**config.mk**
```make
export PLATFORM = sky130hd
export DESIGN_NAME = gqi_controller
export DESIGN_NICKNAME = d
export VERILOG_FILES = /design/src/hdl/gqi_pkg.sv /design/src/hdl/gqi_controller.sv
export SDC_FILE = /design/constraint.sdc
export NUM_CORES = 1
export LEC_CHECK = 0
export ABC_AREA = 1
export BUFFER_PORTS_ARGS = -buffer_cell sky130_fd_sc_hd__buf_2
export CORE_ASPECT_RATIO = 0.8
export CORE_MARGIN = 1
export CORE_UTILIZATION = 50
export DETAILED_ROUTE_END_ITERATION = 12
export GPL_TIMING_DRIVEN = 1
export PLACE_DENSITY = 0.83
export REMOVE_ABC_BUFFERS = 1
export SETUP_SLACK_MARGIN = 0.3
export SLEW_MARGIN = 10
export SYNTH_ARGS = -nofsm -noshare
export SYNTH_HDL_FRONTEND = slang
export SYNTH_SLANG_ARGS = --single-unit
export TNS_END_PERCENT = 10
```
**constraint.sdc**
```tcl
create_clock -name clk -period 2.4 [get_ports clk]
set_input_delay 0.48 -clock clk [delete_from_list [all_inputs] [get_ports clk]]
set_output_delay 0.48 -clock clk [all_outputs]
set_load 0.01 [all_outputs]
```
**src/hdl/gqi_pkg.sv**
```systemverilog
// Types, constants and small tables of the gyro quaternion integrator.
// No dependencies; imported by the controller, datapath and top level.
`timescale 1ns / 1ps

package gqi_pkg;

  typedef enum logic [4:0] {
    OP_NONE, OP_LOAD, OP_QPROD, OP_MBUILD, OP_GMUL, OP_SQ, OP_SQRT, OP_CHECK,
    OP_AMUL, OP_AMOD, OP_FOLD, OP_CORDIC, OP_CS, OP_AXMUL, OP_AXDIV, OP_AXDONE,
    OP_QMUL, OP_FINISH
  } op_t;

  typedef enum logic [4:0] {
    S_IDLE, S_QPROD, S_MBUILD, S_GMUL, S_SQ, S_SQRT, S_CHECK, S_AMUL, S_AMOD,
    S_FOLD, S_CORDIC, S_CS, S_AXMUL, S_AXDIV, S_AXDONE, S_QMUL, S_FINISH
  } state_t;

  typedef struct packed {
    op_t        op;
    logic [4:0] idx;
    logic       ph;
    logic [1:0] ax;
  } cmd_t;

  typedef struct packed {
    logic slow;
  } status_t;

  localparam logic [2:0] REG_INIT_W   = 3'd0;
  localparam logic [2:0] REG_INIT_X   = 3'd1;
  localparam logic [2:0] REG_INIT_Y   = 3'd2;
  localparam logic [2:0] REG_INIT_Z   = 3'd3;
  localparam logic [2:0] REG_MIN_RATE = 3'd4;

  localparam logic [4:0] QPROD_LAST = 5'd9;
  localparam logic [4:0] GMUL_LAST  = 5'd8;
  localparam logic [4:0] SQ_LAST    = 5'd2;
  localparam logic [4:0] SQRT_LAST  = 5'd31;
  localparam logic [4:0] AMOD_LAST  = 5'd4;
  localparam logic [4:0] DIV_LAST   = 5'd31;
  localparam logic [4:0] QMUL_LAST  = 5'd15;
  localparam logic [1:0] AX_LAST    = 2'd2;

  localparam logic signed [31:0] ONE_Q30     = 32'sd1073741824;
  localparam logic [23:0]        MIN_RATE_RST = 24'd17;
  localparam logic signed [34:0] PI_Q30      = 35'sd3373259426;
  localparam logic signed [34:0] TWO_PI_Q30  = 35'sd6746518852;
  localparam logic signed [34:0] HALF_PI_Q30 = 35'sd1686629713;
  localparam logic [37:0]        TWO_PI_U38  = 38'd6746518852;
  localparam logic signed [33:0] CORDIC_K    = 34'sd652032874;
  localparam logic signed [65:0] ROUND_Q30   = 66'sd536870912;

  function automatic logic [31:0] atan_q30(input logic [4:0] i);
    case (i)
      5'd0:  atan_q30 = 32'd843314856;
      5'd1:  atan_q30 = 32'd497837829;
      5'd2:  atan_q30 = 32'd263043836;
      5'd3:  atan_q30 = 32'd133525158;
      5'd4:  atan_q30 = 32'd67021686;
      5'd5:  atan_q30 = 32'd33543515;
      5'd6:  atan_q30 = 32'd16775850;
      5'd7:  atan_q30 = 32'd8388437;
      5'd8:  atan_q30 = 32'd4194282;
      5'd9:  atan_q30 = 32'd2097149;
      5'd10: atan_q30 = 32'd1048575;
      5'd31: atan_q30 = 32'd0;
      default: atan_q30 = 32'd1 << (5'd30 - i);
    endcase
  endfunction

  // Factor pairs of the ten quaternion products: ww xx yy zz xy xz yz wx wy wz.
  function automatic logic [1:0] qprod_a(input logic [3:0] i);
    case (i)
      4'd0: qprod_a = 2'd0;
      4'd1: qprod_a = 2'd1;
      4'd2: qprod_a = 2'd2;
      4'd3: qprod_a = 2'd3;
      4'd4: qprod_a = 2'd1;
      4'd5: qprod_a = 2'd1;
      4'd6: qprod_a = 2'd2;
      default: qprod_a = 2'd0;
    endcase
  endfunction

  function automatic logic [1:0] qprod_b(input logic [3:0] i);
    case (i)
      4'd0: qprod_b = 2'd0;
      4'd1: qprod_b = 2'd1;
      4'd2: qprod_b = 2'd2;
      4'd3: qprod_b = 2'd3;
      4'd4: qprod_b = 2'd2;
      4'd5: qprod_b = 2'd3;
      4'd6: qprod_b = 2'd3;
      4'd7: qprod_b = 2'd1;
      4'd8: qprod_b = 2'd2;
      default: qprod_b = 2'd3;
    endcase
  endfunction

  function automatic logic [1:0] mat_row(input logic [3:0] i);
    case (i)
      4'd0, 4'd1, 4'd2: mat_row = 2'd0;
      4'd3, 4'd4, 4'd5: mat_row = 2'd1;
      default:          mat_row = 2'd2;
    endcase
  endfunction

  function automatic logic [1:0] mat_col(input logic [3:0] i);
    case (i)
      4'd0, 4'd3, 4'd6: mat_col = 2'd0;
      4'd1, 4'd4, 4'd7: mat_col = 2'd1;
      default:          mat_col = 2'd2;
    endcase
  endfunction

  // Hamilton product W * q: term t of part k uses q[qmul_q] with sign qmul_neg.
  function automatic logic [1:0] qmul_q(input logic [3:0] i);
    case (i)
      4'd0: qmul_q = 2'd0;  4'd1: qmul_q = 2'd1;  4'd2: qmul_q = 2'd2;  4'd3: qmul_q = 2'd3;
      4'd4: qmul_q = 2'd1;  4'd5: qmul_q = 2'd0;  4'd6: qmul_q = 2'd3;  4'd7: qmul_q = 2'd2;
      4'd8: qmul_q = 2'd2;  4'd9: qmul_q = 2'd3;  4'd10: qmul_q = 2'd0; 4'd11: qmul_q = 2'd1;
      4'd12: qmul_q = 2'd3; 4'd13: qmul_q = 2'd2; 4'd14: qmul_q = 2'd1;
      default: qmul_q = 2'd0;
    endcase
  endfunction

  function automatic logic qmul_neg(input logic [3:0] i);
    case (i)
      4'd1, 4'd2, 4'd3, 4'd7, 4'd9, 4'd14: qmul_neg = 1'b1;
      default: qmul_neg = 1'b0;
    endcase
  endfunction

  function automatic logic signed [31:0] sat32(input logic signed [39:0] v);
    if (v > 40'sd2147483647) begin
      sat32 = 32'sh7FFFFFFF;
    end else if (v < -40'sd2147483648) begin
      sat32 = 32'sh80000000;
    end else begin
      sat32 = v[31:0];
    end
  endfunction

endpackage

```
**src/hdl/gqi_controller.sv**
```systemverilog
// Sequencer of the gyro quaternion integrator: walks the datapath through
// its steps and runs both stream handshakes. Depends on gqi_pkg.
`timescale 1ns / 1ps

module gqi_controller import gqi_pkg::*; #(
  parameter int CORDIC_STEPS = 24
) (
  input  logic    clk,
  input  logic    rst,
  input  logic    in_valid,
  output logic    in_ready,
  output logic    out_valid,
  input  logic    out_ready,
  input  status_t status,
  output cmd_t    cmd
);

  localparam logic [4:0] CORDIC_LAST = 5'(CORDIC_STEPS - 1);

  state_t     state, state_next;
  logic [4:0] idx, idx_next;
  logic       ph, ph_next;
  logic [1:0] ax, ax_next;
  logic       finish_go;

  always_ff @(posedge clk) begin
    if (rst) begin
      state     <= S_IDLE;
      idx       <= '0;
      ph        <= 1'b0;
      ax        <= '0;
      out_valid <= 1'b0;
    end else begin
      state <= state_next;
      idx   <= idx_next;
      ph    <= ph_next;
      ax    <= ax_next;
      if (finish_go) begin
        out_valid <= 1'b1;
      end else if (out_ready) begin
        out_valid <= 1'b0;
      end
    end
  end

  always_comb begin
    state_next = state;
    idx_next   = idx;
    ph_next    = ph;
    ax_next    = ax;
    case (state)
      S_IDLE: begin
        if (in_valid) begin
          state_next = S_QPROD;
          idx_next   = '0;
          ph_next    = 1'b0;
        end
      end
      S_QPROD, S_GMUL, S_SQ, S_QMUL: begin
        if (!ph) begin
          ph_next = 1'b1;
        end else begin
          ph_next  = 1'b0;
          idx_next = idx + 5'd1;
          if (state == S_QPROD && idx == QPROD_LAST) begin
            state_next = S_MBUILD;
            idx_next   = '0;
          end else if (state == S_GMUL && idx == GMUL_LAST) begin
            state_next = S_SQ;
            idx_next   = '0;
          end else if (state == S_SQ && idx == SQ_LAST) begin
            state_next = S_SQRT;
            idx_next   = '0;
          end else if (state == S_QMUL && idx == QMUL_LAST) begin
            state_next = S_FINISH;
            idx_next   = '0;
          end
        end
      end
      S_MBUILD: state_next = S_GMUL;
      S_SQRT: begin
        idx_next = idx + 5'd1;
        if (idx == SQRT_LAST) begin
          state_next = S_CHECK;
          idx_next   = '0;
        end
      end
      S_CHECK: state_next = status.slow ? S_FINISH : S_AMUL;
      S_AMUL: begin
        if (!ph) begin
          ph_next = 1'b1;
        end else begin
          ph_next    = 1'b0;
          state_next = S_AMOD;
        end
      end
      S_AMOD: begin
        idx_next = idx + 5'd1;
        if (idx == AMOD_LAST) begin
          state_next = S_FOLD;
          idx_next   = '0;
        end
      end
      S_FOLD: state_next = S_CORDIC;
      S_CORDIC: begin
        idx_next = idx + 5'd1;
        if (idx == CORDIC_LAST) begin
          state_next = S_CS;
          idx_next   = '0;
        end
      end
      S_CS: begin
        state_next = S_AXMUL;
        ax_next    = '0;
      end
      S_AXMUL: begin
        if (!ph) begin
          ph_next = 1'b1;
        end else begin
          ph_next    = 1'b0;
          state_next = S_AXDIV;
          idx_next   = '0;
        end
      end
      S_AXDIV: begin
        idx_next = idx + 5'd1;
        if (idx == DIV_LAST) begin
          state_next = S_AXDONE;
          idx_next   = '0;
        end
      end
      S_AXDONE: begin
        if (ax == AX_LAST) begin
          state_next = S_QMUL;
        end else begin
          state_next = S_AXMUL;
          ax_next    = ax + 2'd1;
        end
      end
      S_FINISH: begin
        if (!out_valid || out_ready) begin
          state_next = S_IDLE;
        end
      end
      default: state_next = S_IDLE;
    endcase
  end

  always_comb begin
    in_ready  = 1'b0;
    finish_go = 1'b0;
    cmd.idx   = idx;
    cmd.ph    = ph;
    cmd.ax    = ax;
    cmd.op    = OP_NONE;
    case (state)
      S_IDLE: begin
        in_ready = 1'b1;
        if (in_valid) begin
          cmd.op = OP_LOAD;
        end
      end
      S_QPROD:  cmd.op = OP_QPROD;
      S_MBUILD: cmd.op = OP_MBUILD;
      S_GMUL:   cmd.op = OP_GMUL;
      S_SQ:     cmd.op = OP_SQ;
      S_SQRT:   cmd.op = OP_SQRT;
      S_CHECK:  cmd.op = OP_CHECK;
      S_AMUL:   cmd.op = OP_AMUL;
      S_AMOD:   cmd.op = OP_AMOD;
      S_FOLD:   cmd.op = OP_FOLD;
      S_CORDIC: cmd.op = OP_CORDIC;
      S_CS:     cmd.op = OP_CS;
      S_AXMUL:  cmd.op = OP_AXMUL;
      S_AXDIV:  cmd.op = OP_AXDIV;
      S_AXDONE: cmd.op = OP_AXDONE;
      S_QMUL:   cmd.op = OP_QMUL;
      S_FINISH: begin
        if (!out_valid || out_ready) begin
          finish_go = 1'b1;
          cmd.op    = OP_FINISH;
        end
      end
      default: cmd.op = OP_NONE;
    endcase
  end

endmodule

```
==> results.md <==
* Status: complete, no violations
* PD cells at 1080 nW/um2
* Largest net degree at the start of global routing at 13
* Vias at 1486
* CTS root buf: clkbuf_4
* Final wirelength at 3.71 mm
* Area Overhead vs Synth at 21.9%
* Fin crit share at 85.6%
* Total inserted antenna cells at 0
* Hold Fails Final Rpt at 0
* Global route overflow at 0
* Die area at 2950 um2
* DR iter-0 viols at 86
* Skew final at 0.00315 ns
* Initial antenna violation count at 0
* Max clock buf depth at 2
* Vias in the first global route at 1247
* Worst setup margin at 0.345 ns
* VDD IR max at 0.789 mV
* Measured slew at the worst slew-check pin at 0.464 ns
* Total GRT Usage at 26.0%
* Antenna Violating Nets Remaining at 0
* Initial Util at 54.2%
* DR pass1 iterations at 4
* Fin nets at 254
* Slew HR at 68.8%
* GPL Wtd Cong at 0.979
* Detailed placement HPWL at 2.79 mm
* Max-Cap Viols at 0
* # rows at 16
* CP Buf/Inv Count at 4
* Post-synthesis sequential area ratio at 20.5%
* Required time of the critical path at 1.92 ns
* Hold path depth at 2
* Fmax at 487 MHz
* Critical path fanouts, max at 12
* Worst r2r dst: state[2]
* Clock transition at the registers of the reported paths at 0.10 ns
* Post-synthesis area per instance at 6.30 um2
* Crit path cell chain: inv_6 > nand3_4 > inv_4 > o21ai_2 > nand2_2 > nor3_2 > inv_1 > buf_2
* Routed length per instance at 13.4 um
* R2R depth at 13
* Slowest cell on crit path: dfxtp_4
* Synth unique cells at 34
* Die height at 48.8 um
* Netlist Area Pre-Place at 1370 um2
* Ys async rst share at 0%
* Post-Place Setup Slack at 0.383 ns
* Startpoint types: flop
* PortBufs at 19
* Die width at 60.5 um
* Setup CP Type: flop to output port
* Io pins at 20
* EDFF count, synth at 0
* Number of synthesis warnings at 0
* FF-to-FF setup slack at 0.42 ns
* Most frequent cells in the layout: nand2_1, inv_1, nor2_1
* Reg-to-reg startpoint: idx[1]
* CTS Sinks at 14
* RSZ-0062 raised after global routing: true
* Num CTS Buffers at 3
* Worst skew pair latency at 0.29 ns
* First-pass GRT wire length at 5.83 mm
* Minimum clock period after layout at 2.05 ns
* Register bit total from synthesis at 14
* Hold Path Sink: state[4]
* Final setup TNS at 0 ns
* Commonest non-fill, non-tap cell in the layout: nand2_1
* Slowest Stage Delay on Critical Path at 0.41 ns
* Hold path start: rst
* Critical path's top delay family: flip-flops
* CTS Hold Bufs at 0
* Ys flop type: dfxtp_1
* Post-synthesis cell count at 217
* CTS tree: built
* Crit. End Element: output port
* Vias per std cell at 5.36
* WP data arrival at 1.57 ns
* CTS HTree Levels at 1
* Max-slew violation count at 0
* Core Region at 2520 um2
* Share of layout cells above drive strength 1 at 33.2%
* Final setup vio count at 0
* Lkg Pwr at 0.825 nW
* Min-delay worst type: primary input to flop
* Residual DRC at 0
[worst reg2reg max path, cell delays in order, from the launching register on]
cell     delay [ns]
dfxtp_1        0.45
ha_1           0.24
nand2_1        0.07
nor2_1         0.16
ha_1           0.17
inv_1          0.05
nand2_2        0.07
nand2_2        0.06
nor2_2         0.17
nand2_4        0.09
nor2_8         0.16
nand2_1        0.08
nand2_1        0.07
nor2_1         0.04
[layout make-up]
type,instances,area (um2)
Clock buffer,4,36.3
Fill cell,227,856
Inverter,36,145
Multi-Input combinational cell,163,1000
Sequential cell,14,299
Tap cell,36,45.0
Timing Repair Buffer,24,139
[Yosys cell counts (2+ instances only)]
library cell / number / area [um2]
ha_1: 7 / 87.6
dfxtp_1: 14 / 280
nor2_1: 29 / 109
nor3_1: 4 / 20.0
nor2_4: 2 / 22.5
nand3_2: 8 / 80.1
inv_1: 28 / 105
nand4_1: 11 / 68.8
nand2_1: 46 / 173
nand3_1: 11 / 55.1
nor2_2: 8 / 50.1
nand2_2: 7 / 43.8
o21ai_1: 2 / 10.0
inv_2: 8 / 30.0
o21ai_0: 4 / 20.0
nand3b_1: 3 / 22.5
a21oi_1: 8 / 40.0
[worst max-delay path by stage]
stage,start,to,cells after the start
2_1_floorplan,state[0],cmd[10],6
3_3_place_gp,state[4],cmd[10],7
3_5_place_dp,state[4],cmd[11],8
4_1_cts,state[3],cmd[10],8
5_1_grt,state[3],cmd[8],7
6_report,state[4],cmd[11],8
[routing by layer]
| metal | part of all wire [%] | vias up | track usage [%] | wire (um) |
|---|---|---|---|---|
| met5 | 0 | - | 0 | 0 |
| met4 | 0.57 | 0 | 3.41 | 21 |
| met3 | 8.2 | 4 | 3.98 | 305 |
| met2 | 43 | 63 | 36.8 | 1610 |
| met1 | 48 | 673 | 42.0 | 1770 |
| li1 | - | 746 | - | - |
[metrics by stage]
step	power (W)	hold WS (ns)	std cells	utilization [%]	area [um2]
floorplan	0.00117	0.492	213	-	1340
global placement	0.00142	0.474	268	58.7	1480
detailed placement	0.00143	0.477	268	58.7	1480
CTS	0.00166	0.454	272	61.6	1550
global route	0.00195	0.464	277	66.1	1670
finish	0.00181	0.458	277	66.1	1670
[kinds of logic (layout without fill, tap and decap cells)]
group	Yosys count	in the layout	synth area share, %
AND/OR/NAND/NOR	135	135	52.2
buffers and inverters	40	64	11.8
AO/OA/AOI/OAI	19	19	7.87
flip-flops	14	14	20.5
XOR/XNOR	2	2	1.28
adder cells (fa/ha/maj)	7	7	6.40
[repair_timing]
action                                  in CTS  in global routing
endpoints found under the setup margin       3                  7
hold endpoints to repair                     0                  0
gates resized for setup                     12                 21
pin swaps                                    0                  5
setup buffers                                0                  5
[where the power goes]
part | leakage [nW] | switching [W] | internal (W)
clock | 0.0210 | 0.0000889 | 0.0000925
sequential | 0.117 | 0.0000920 | 0.000294
combinational | 0.686 | 0.000791 | 0.000448
[registers in the layout, summed over array words and instances (netlist names)]
register / flops
idx: 5
state: 5
ax: 2
out_valid: 1
ph: 1
(Power assumes the default switching activity.)
